===== src/cip_ram.sv =====
// Generic simple dual-port RAM, one write port, one registered read port.
// No dependencies.
`default_nettype none
module cip_ram #(
    parameter int WIDTH = 28,
    parameter int DEPTH = 16
) (
    input  wire                             i_clk,
    input  wire                             i_we,
    input  wire  [$clog2(DEPTH > 1 ? DEPTH : 2)-1:0] i_waddr,
    input  wire  [WIDTH-1:0]                i_wdata,
    input  wire  [$clog2(DEPTH > 1 ? DEPTH : 2)-1:0] i_raddr,
    output logic [WIDTH-1:0]                o_rdata
);
    logic [WIDTH-1:0] r_mem [DEPTH];

    always_ff @(posedge i_clk) begin
        if (i_we) begin
            r_mem[i_waddr] <= i_wdata;
        end
        o_rdata <= r_mem[i_raddr];
    end
endmodule
`default_nettype wire


===== config.mk =====
export PLATFORM = sky130hd
export DESIGN_NAME = cip_ram
export DESIGN_NICKNAME = d
export VERILOG_FILES = /design/src/cip_ram.sv
export SDC_FILE = /design/constraint.sdc
export NUM_CORES = 1
export LEC_CHECK = 0
export ABC_AREA = 1
export BUFFER_PORTS_ARGS = -buffer_cell sky130_fd_sc_hd__buf_2
export CAP_MARGIN = 10
export CORE_MARGIN = 2
export CORE_UTILIZATION = 53
export CTS_CLUSTER_SIZE = 14
export DETAILED_ROUTE_END_ITERATION = 10
export GPL_TIMING_DRIVEN = 0
export PLACE_DENSITY = 0.73
export RECOVER_POWER = 100
export SETUP_SLACK_MARGIN = 0.15
export SYNTH_ARGS = -nofsm -noshare
export SYNTH_HDL_FRONTEND = slang
export SYNTH_SLANG_ARGS = --single-unit

===== constraint.sdc =====
create_clock -name i_clk -period 2.4 [get_ports i_clk]
set_input_delay 0.24 -clock i_clk [delete_from_list [all_inputs] [get_ports i_clk]]
set_output_delay 0.24 -clock i_clk [all_outputs]
set_load 0.05 [all_outputs]

==> results of run 1 <==
==> layout make-up <==
cell class | instances | area share
well taps | 468 | 0.0260
flip-flops and latches | 476 | 0.622
inverters | 342 | 0.0571
clock buffers | 61 | 0.0558
plain buffers | 91 | 0.0218
multi-input cells | 949 | 0.179
clock inverters | 25 | 0.0113
repair buffers | 79 | 0.0279
==> cells by family (layout without fill, tap and decap cells) <==
logic type,Yosys count,after routing,synth area share
AND/OR/NAND/NOR,949,949,0.202
buffers and inverters,433,598,0.0899
flip-flops,476,476,0.708
==> where the power goes <==
group | switching, mW | leakage [nW] | total, mW | internal [mW]
clock | 3.08 | 0.729 | 7.31 | 4.24
combinational | 1.05 | 4.56 | 1.37 | 0.317
sequential | 0.0502 | 4.28 | 9.34 | 9.29
==> cell usage in the layout (no fill, tap or decap), types with 7 or more instances in the layout <==
| cell type | instances |
|---|---|
| buf_2 | 47 |
| clkbuf_16 | 47 |
| edfxtp_1 | 448 |
| buf_16 | 9 |
| buf_1 | 10 |
| nand2_1 | 593 |
| inv_1 | 339 |
| dfxtp_1 | 28 |
| clkbuf_1 | 85 |
| clkinv_2 | 7 |
| buf_4 | 21 |
| buf_12 | 7 |
| nor2_1 | 10 |
| clkinv_1 | 8 |
| nand3_1 | 337 |
==> state kept, by name, indices dropped and copies added (netlist names) <==
register,count
o_rdata,28
r_mem,448
==> layer usage <==
metal / track usage / wire, um / vias up
met2: 0.462 / 25400 / 810
met1: 0.358 / 19400 / 6400
met4: 0.140 / 2650 / 0
met5: 0 / 0 / -
met3: 0.0519 / 5920 / 188
li1: - / - / 6251
==> worst max-delay path: cells and delay by family <==
family / cells / cell delay, ps
and+or+nand+nor: 2 / 1440
buffers and inverters: 2 / 500
==> worst max-delay path by stage <==
stage / start / end / slack, ps / cells after the start
2_1_floorplan: i_waddr[2] / r_mem[10][0]$_DFFE_PP_ / 340 / 2
5_1_grt: i_waddr[3] / r_mem[10][1]$_DFFE_PP_ / 490 / 4
3_3_place_gp: i_waddr[2] / r_mem[9][1]$_DFFE_PP_ / -1200 / 3
4_1_cts: o_rdata[5]$_DFF_P_ / o_rdata[5] / 990 / 1
6_report: i_waddr[3] / r_mem[10][1]$_DFFE_PP_ / 470 / 4
3_5_place_dp: i_waddr[2] / r_mem[8][1]$_DFFE_PP_ / 380 / 4
==> impl_metrics.toml, run 1 <==
[sta]
holdWs_ps = 131
fin_crit_ps = 1930
hold_violations = 0
worst-slew-pin-transition_ps = 1440
setup_violations = 0
relSlewSlack = 0.0388
rsz0062_at_grt = "false"
tns_ps = 0
fmax_mhz = 518
slew_violations = 0
fin_worst_skew_ps = 26.2
finalCritPeriodShare = 0.804
finalWorstSetupSlack_ps = 470

[power_and_ir_drop]
ir_worst_vdd_mv = 0.613
leakage_nw = 9.57
powerDensity_mw_per_mm2 = 799
power_mw = 18.0

[die]
rows = 70
ios = 66
core_mm2 = 0.0367
die_width_um = 197
dieArea_mm2 = 0.0389
chipHeight_um = 197
start_util = 0.539

[synthesis]
synth_area_mm2 = 0.0198
synth_cell_types = 14
ys.warnings.count = 0
syn_nets = 1896
synthCells = 1858
synthTopCellsByArea = "edfxtp_1 (68%), nand2_1 (11%), nand3_1 (8.5%)"
ys.flop_type = "edfxtp_1"
yosysTopAreaCell = "edfxtp_1"
synth-edff-count = 448
async_flop_share = 0
ys_seq_area_frac = 0.708
synth.most_common_cell = "nand2_1"
synth.top_cell.area_share = 0.680
synth_seq_cells = 476
ys_top_cells_by_count = "nand2_1 (593), edfxtp_1 (448), inv_1 (339)"
syn_avg_cell_area_um2 = 10.6

[clocking]
insertion_delay_ps = 580
clk_pin_slew_ps = 60
cts_buffer_depth = 3
htree_levels = 2
cts_tree = "done"
holdBufCountCts = 0
cts_num_sinks = 476
post-cts-setup-buffers = 0
cts_resized = 0
cts-root-buf = "clkbuf_16"
cts-buffers-inserted = 47

[worst_setup_path]
cp-end-kind = "flip-flop"
slowest_stage = "nor2_1"
r2r-end = "o_rdata[21]$_DFF_P_"
crit_fanout = 18
r2r_setup_slack_ps = 1310
crit_type = "in -> reg"
critPathRequiredTime_ps = 2650
r2r_cells = 6
cp.arrival_ps = 2180
crit_path_max_incr_delay_ps = 1140
crit_chain = "clkbuf_1, nand3b_1, nor2_1, buf_12"
r2r-start = "r_mem[6][21]$_DFFE_PP_"
cp-start-kind = "primary input"

[route]
wl_per_cell_um = 21.4
drc = 0
vias = 13600
initialDrtViolationCount = 1503
wirelength_um = 53400
antenna_left = 0
dr.pass1.iters = 6
vias_per_cell = 5.48

[layout]
stdcell_count = 2491
n_fill_cell = 2751
multi_input_area_mm2 = 0.00403
drive_gt1_frac = 0.0806
register_area_mm2 = 0.0140
postLayoutCellArea_mm2 = 0.0225
final_util = 0.614
antenna-diode-count = 0
synthToLayoutAreaGrowth_pct = 14.0
fin_nets = 2024

[place]
globalplace.congestion = 0.863
dp_slack_ps = 380
numPortBuffers = 63
placed_area_mm2 = 0.0212
place_inst = 2405
dp_hpwl_um = 33000

[status]
status = "complete, no violations"

[global_route]
antenna_found_initial = 0
grt_pass1_vias = 13400
track_usage = 0.280
grt_max_degree = 24
grt_pass1_wl_um = 79200
gr-total-overflow = 0

[hold_path]
hold_class = "in -> reg"
min_path_cells = 4
hold_end = "o_rdata[5]$_DFF_P_"
min_from = "i_raddr[3]"

[job]
drv_cap = 0
Power figures use the tool's default switching activity.
==> run 2: changes to the inputs <==
--- a/config.mk
+++ b/config.mk
@@ -13,7 +13,7 @@
 export CTS_CLUSTER_SIZE = 14
 export DETAILED_ROUTE_END_ITERATION = 10
 export GPL_TIMING_DRIVEN = 0
-export PLACE_DENSITY = 0.73
+export PLACE_DENSITY = 0.75
 export RECOVER_POWER = 100
 export SETUP_SLACK_MARGIN = 0.15
 export SYNTH_ARGS = -nofsm -noshare
==> constraint.sdc (replaced) <==
create_clock -name i_clk -period 1.75 [get_ports i_clk]
set_input_delay 0.175 -clock i_clk [delete_from_list [all_inputs] [get_ports i_clk]]
set_output_delay 0.175 -clock i_clk [all_outputs]
set_load 0.05 [all_outputs]
==> impl_metrics.toml, run 2 (synthesis gave the netlist of run 1 again) <==
[sta]
worst-slew-pin-transition_ps = 1110
fmax_mhz = 635
holdWs_ps = 181
slew_violations = 0
finalCritPeriodShare = 0.900
rsz0062_at_grt = "false"
fin_crit_ps = 1570
fin_worst_skew_ps = 22.1
setup_violations = 0
hold_violations = 0
relSlewSlack = 0.261

[hold_path]
min_from = "i_raddr[3]"
hold_class = "in -> reg"

[power_and_ir_drop]
ir_worst_vdd_mv = 0.758
leakage_nw = 9.71
powerDensity_mw_per_mm2 = 1090

[clocking]
htree_levels = 2
cts_buffer_depth = 3
cts_tree = "done"
cts-root-buf = "clkbuf_16"
cts-buffers-inserted = 47
cts_num_sinks = 476
clk_pin_slew_ps = 60
insertion_delay_ps = 600

[place]
numPortBuffers = 63
dp_hpwl_um = 32800
globalplace.congestion = 0.846
place_inst = 2405

[worst_setup_path]
crit_fanout = 20
cp-start-kind = "primary input"
cp.arrival_ps = 1780
r2r-start = "r_mem[15][19]$_DFFE_PP_"
r2r_setup_slack_ps = 640
crit_type = "in -> reg"
timing.critical_path.from = "i_waddr[1]"
cp-end-kind = "flip-flop"
critPathRequiredTime_ps = 1950

[die]
ios = 66
dieArea_mm2 = 0.0389
start_util = 0.539
die_width_um = 197
core_mm2 = 0.0367
chipHeight_um = 197
rows = 70

[layout]
final_util = 0.623
largestRegisters = "r_mem x448, o_rdata x28"
top_register = "r_mem"
drive_gt1_frac = 0.0848
antenna-diode-count = 0
final_cell_mix = "nand2_1 (593), edfxtp_1 (448), inv_1 (340), nand3_1 (337), clkbuf_1 (84)"
largest_reg_flops = 448
fin_nets = 2050
synthToLayoutAreaGrowth_pct = 15.5
layout_commonest_cell = "nand2_1"
stdcell_count = 2519

[global_route]
grt_pass1_wl_um = 77900
grt_pass1_vias = 13300
grt_max_degree = 25
track_usage = 0.276
antenna_found_initial = 0
gr-total-overflow = 0

[route]
topRoutingLayerUsed = "met4"
drc = 0
initialDrtViolationCount = 1719
wl_met2_um = 25500
vias = 14000
vias_per_cell = 5.54
wl_per_cell_um = 21.3
m1WireLength_um = 18800
dr.pass1.iters = 6
antenna_left = 0
wirelength_um = 53600
dr_wl_met3_um = 6300

[job]
drv_cap = 0

[status]
status = "complete, no violations"
==> run 2: final timing paths <==
kind	end	depth (start not counted)
worst max-delay path	r_mem[1][2]$_DFFE_PP_	5
worst min-delay path	o_rdata[2]$_DFF_P_	4
worst max register to register	o_rdata[19]$_DFF_P_	6
worst min register to register	o_rdata[12]$_DFF_P_	6
==> run 2: power breakdown <==
group	internal, mW	switching, mW	leakage (nW)	total, mW
Combinational	0.473	1.47	4.66	1.94
Sequential	12.7	0.0673	4.28	12.8
Clock	6.01	4.23	0.761	10.2
==> run 2: repair_timing <==
action	CTS	global route
hold endpoints to repair	416	0
gates resized for setup	0	0
setup buffers	0	0
hold buffers	26	0
==> run 2: area by class of cell <==
class	instances	area, um2
multi-input combinational	949	4070
tap	468	586
sequential	476	14000
clock inverter	21	243
timing repair buffer	105	848
inverter	342	1290
clock buffer	67	1320
buffer	91	490
fill	2740	13800
==> run 2: metrics by stage <==
stage / instance area [um2] / setup WS [ps] / setup TNS [ps] / total power, mW
after floorplan: 19800 / -244 / -68340 / 14.1
after global placement: 20700 / -1720 / -545730 / 14.8
after detailed placement: 21200 / -110 / -11180 / 14.9
after CTS: 23000 / 380 / 0 / 25.0
after global routing: 22900 / 186 / 0 / 25.6
final: 22900 / 175 / 0 / 25.0
==> run 2: per-layer routing <==
metal	GRT usage	vias up
li1	-	6308
met1	0.346	6471
met2	0.457	972
met3	0.0485	209
met4	0.157	0
met5	0	-
==> run 2: critical path: stages <==
cell	delay, ps
clkbuf_1	110
inv_1	90
nand2_1	230
nor2_4	440
clkbuf_2	710
==> run 3: changes to the inputs <==
--- a/config.mk
+++ b/config.mk
@@ -9,11 +9,11 @@
 export BUFFER_PORTS_ARGS = -buffer_cell sky130_fd_sc_hd__buf_2
 export CAP_MARGIN = 10
 export CORE_MARGIN = 2
-export CORE_UTILIZATION = 53
+export CORE_UTILIZATION = 34
 export CTS_CLUSTER_SIZE = 14
 export DETAILED_ROUTE_END_ITERATION = 10
 export GPL_TIMING_DRIVEN = 0
-export PLACE_DENSITY = 0.75
+export PLACE_DENSITY = 0.54
 export RECOVER_POWER = 100
 export SETUP_SLACK_MARGIN = 0.15
 export SYNTH_ARGS = -nofsm -noshare
==> impl_metrics.toml, run 3 (synthesis gave the netlist of run 1 again) <==
[layout]
fin_nets = 2055
n_fill_cell = 5507
synthToLayoutAreaGrowth_pct = 17.8
final_cell_mix = "nand2_1 (593), edfxtp_1 (448), inv_1 (339), nand3_1 (337), clkbuf_1 (89)"
postLayoutCellArea_mm2 = 0.0233
largestRegisters = "r_mem x448, o_rdata x28"
drive_gt1_frac = 0.0870
register_area_mm2 = 0.0140
largest_reg_flops = 448
multi_input_area_mm2 = 0.00407
top_register = "r_mem"
antenna-diode-count = 0
layout_commonest_cell = "nand2_1"

[worst_setup_path]
cp-start-kind = "primary input"
crit_type = "in -> reg"
r2r-start = "r_mem[1][9]$_DFFE_PP_"
cp-end-kind = "flip-flop"
r2r-end = "o_rdata[9]$_DFF_P_"
crit_path_max_incr_delay_ps = 950
slowest_stage = "nor2_2"
r2r_cells = 6
crit_path_end = "r_mem[3][5]$_DFFE_PP_"
cp.arrival_ps = 1850
r2r_setup_slack_ps = 660
timing.critical_path.from = "i_waddr[2]"
critPathRequiredTime_ps = 2030
crit_chain = "clkbuf_1, nor2_1, nand2_1, nor2_2, buf_16"
crit_fanout = 16

[place]
dp_hpwl_um = 35900
globalplace.congestion = 0.815
placed_area_mm2 = 0.0216
numPortBuffers = 63

[sta]
slew_violations = 0
holdWs_ps = 182
worst-slew-pin-transition_ps = 1200
fmax_mhz = 638
fin_crit_ps = 1570
setup_violations = 0
rsz0062_at_grt = "false"
hold_violations = 0
tns_ps = 0
finalCritPeriodShare = 0.896
fin_worst_skew_ps = 12.8
relSlewSlack = 0.201

[die]
ios = 66
rows = 88
chipHeight_um = 245
start_util = 0.344
dieArea_mm2 = 0.0601
core_mm2 = 0.0576
die_width_um = 245

[global_route]
gr-total-overflow = 0
antenna_found_initial = 2
grt_max_degree = 21
grt_pass1_wl_um = 82400
grt_pass1_vias = 12700
track_usage = 0.190

[power_and_ir_drop]
internal-power_mw = 19.1
powerDensity_mw_per_mm2 = 1070
ir_worst_vdd_mv = 0.646
leakage_nw = 9.74
power_frac_seq = 0.512
p_sw_mw = 5.90
swShare = 0.236
comb_power_share = 0.078
clockPowerShare = 0.410

[clocking]
cts-root-buf = "clkbuf_16"
htree_levels = 2
cts_buffer_depth = 3
cts_num_sinks = 476
clk_pin_slew_ps = 50
post-cts-setup-buffers = 0
insertion_delay_ps = 600
cts_tree = "done"
cts-buffers-inserted = 50

[route]
wirelength_um = 56600
dr.pass1.iters = 5
vias_per_cell = 4.70
initialDrtViolationCount = 1179
wl_per_cell_um = 20.1
vias = 13300
antenna_left = 0
drc = 0

[job]
drv_cap = 0

[hold_path]
min_path_cells = 4
hold_class = "in -> reg"

[status]
status = "complete, no violations"
-- run 3: critical path, delay by kind of cell --
family / cells / cell delay, ps
simple gates: 3 / 1250
buf+inv: 2 / 400
-- run 3: repair_timing --
item,in CTS,in global routing
hold buffers,28,0
endpoints found under the hold margin,448,0
resized for setup,0,0
-- run 3: metrics by stage --
| stage | total power, mW | util | std cells | setup WS, ps |
|---|---|---|---|---|
| final | 25.0 | 0.405 | 2823 | 182 |
| after global routing | 25.8 | 0.405 | 2823 | 156 |
| after CTS | 25.2 | 0.407 | 2823 | 325 |
| after detailed placement | 15.0 | 0.375 | 2702 | -301 |
| after global placement | 14.9 | 0.366 | 2686 | -2020 |
| after floorplan | 14.1 | - | 1858 | -244 |
-- run 3: per-layer routing --
| metal | GRT usage | share of wire | up-vias |
|---|---|---|---|
| li1 | - | - | 6319 |
| met1 | 0.243 | 0.41 | 6303 |
| met2 | 0.316 | 0.48 | 510 |
| met3 | 0.0296 | 0.069 | 138 |
| met4 | 0.0845 | 0.041 | 2 |
| met5 | 0 | 0.00012 | - |
-- run 3: layout make-up --
type                    instances  share of cell area
multi-input cells             949               0.175
clock buffers                  76              0.0631
flip-flops and latches        476               0.602
plain buffers                  91              0.0211
clock inverters                17             0.00457
inverters                     342              0.0552
repair buffers                107              0.0388
well taps                     765              0.0411
-- run 3: worst min-delay path by stage --
stage / slack [ps] / endpoint / start
final: 180 / o_rdata[5]$_DFF_P_ / i_raddr[3]
after global routing: 200 / o_rdata[1]$_DFF_P_ / i_raddr[3]
after CTS: 90 / o_rdata[0]$_DFF_P_ / i_raddr[3]
after detailed placement: 570 / r_mem[11][1]$_DFFE_PP_ / i_wdata[1]
after global placement: 560 / r_mem[11][1]$_DFFE_PP_ / i_wdata[1]
after floorplan: 270 / r_mem[0][0]$_DFFE_PP_ / i_wdata[0]
-- run 3: power groups by stage --
stage          Clock, mW  Combinational [mW]  Sequential [mW]
6_report            10.3                1.96             12.8
3_3_place_gp           0                1.87             13.0
5_1_grt             10.9                2.12             12.8
4_1_cts             10.4                2.01             12.8
2_1_floorplan          0               0.841             13.3
3_5_place_dp           0                1.95             13.0
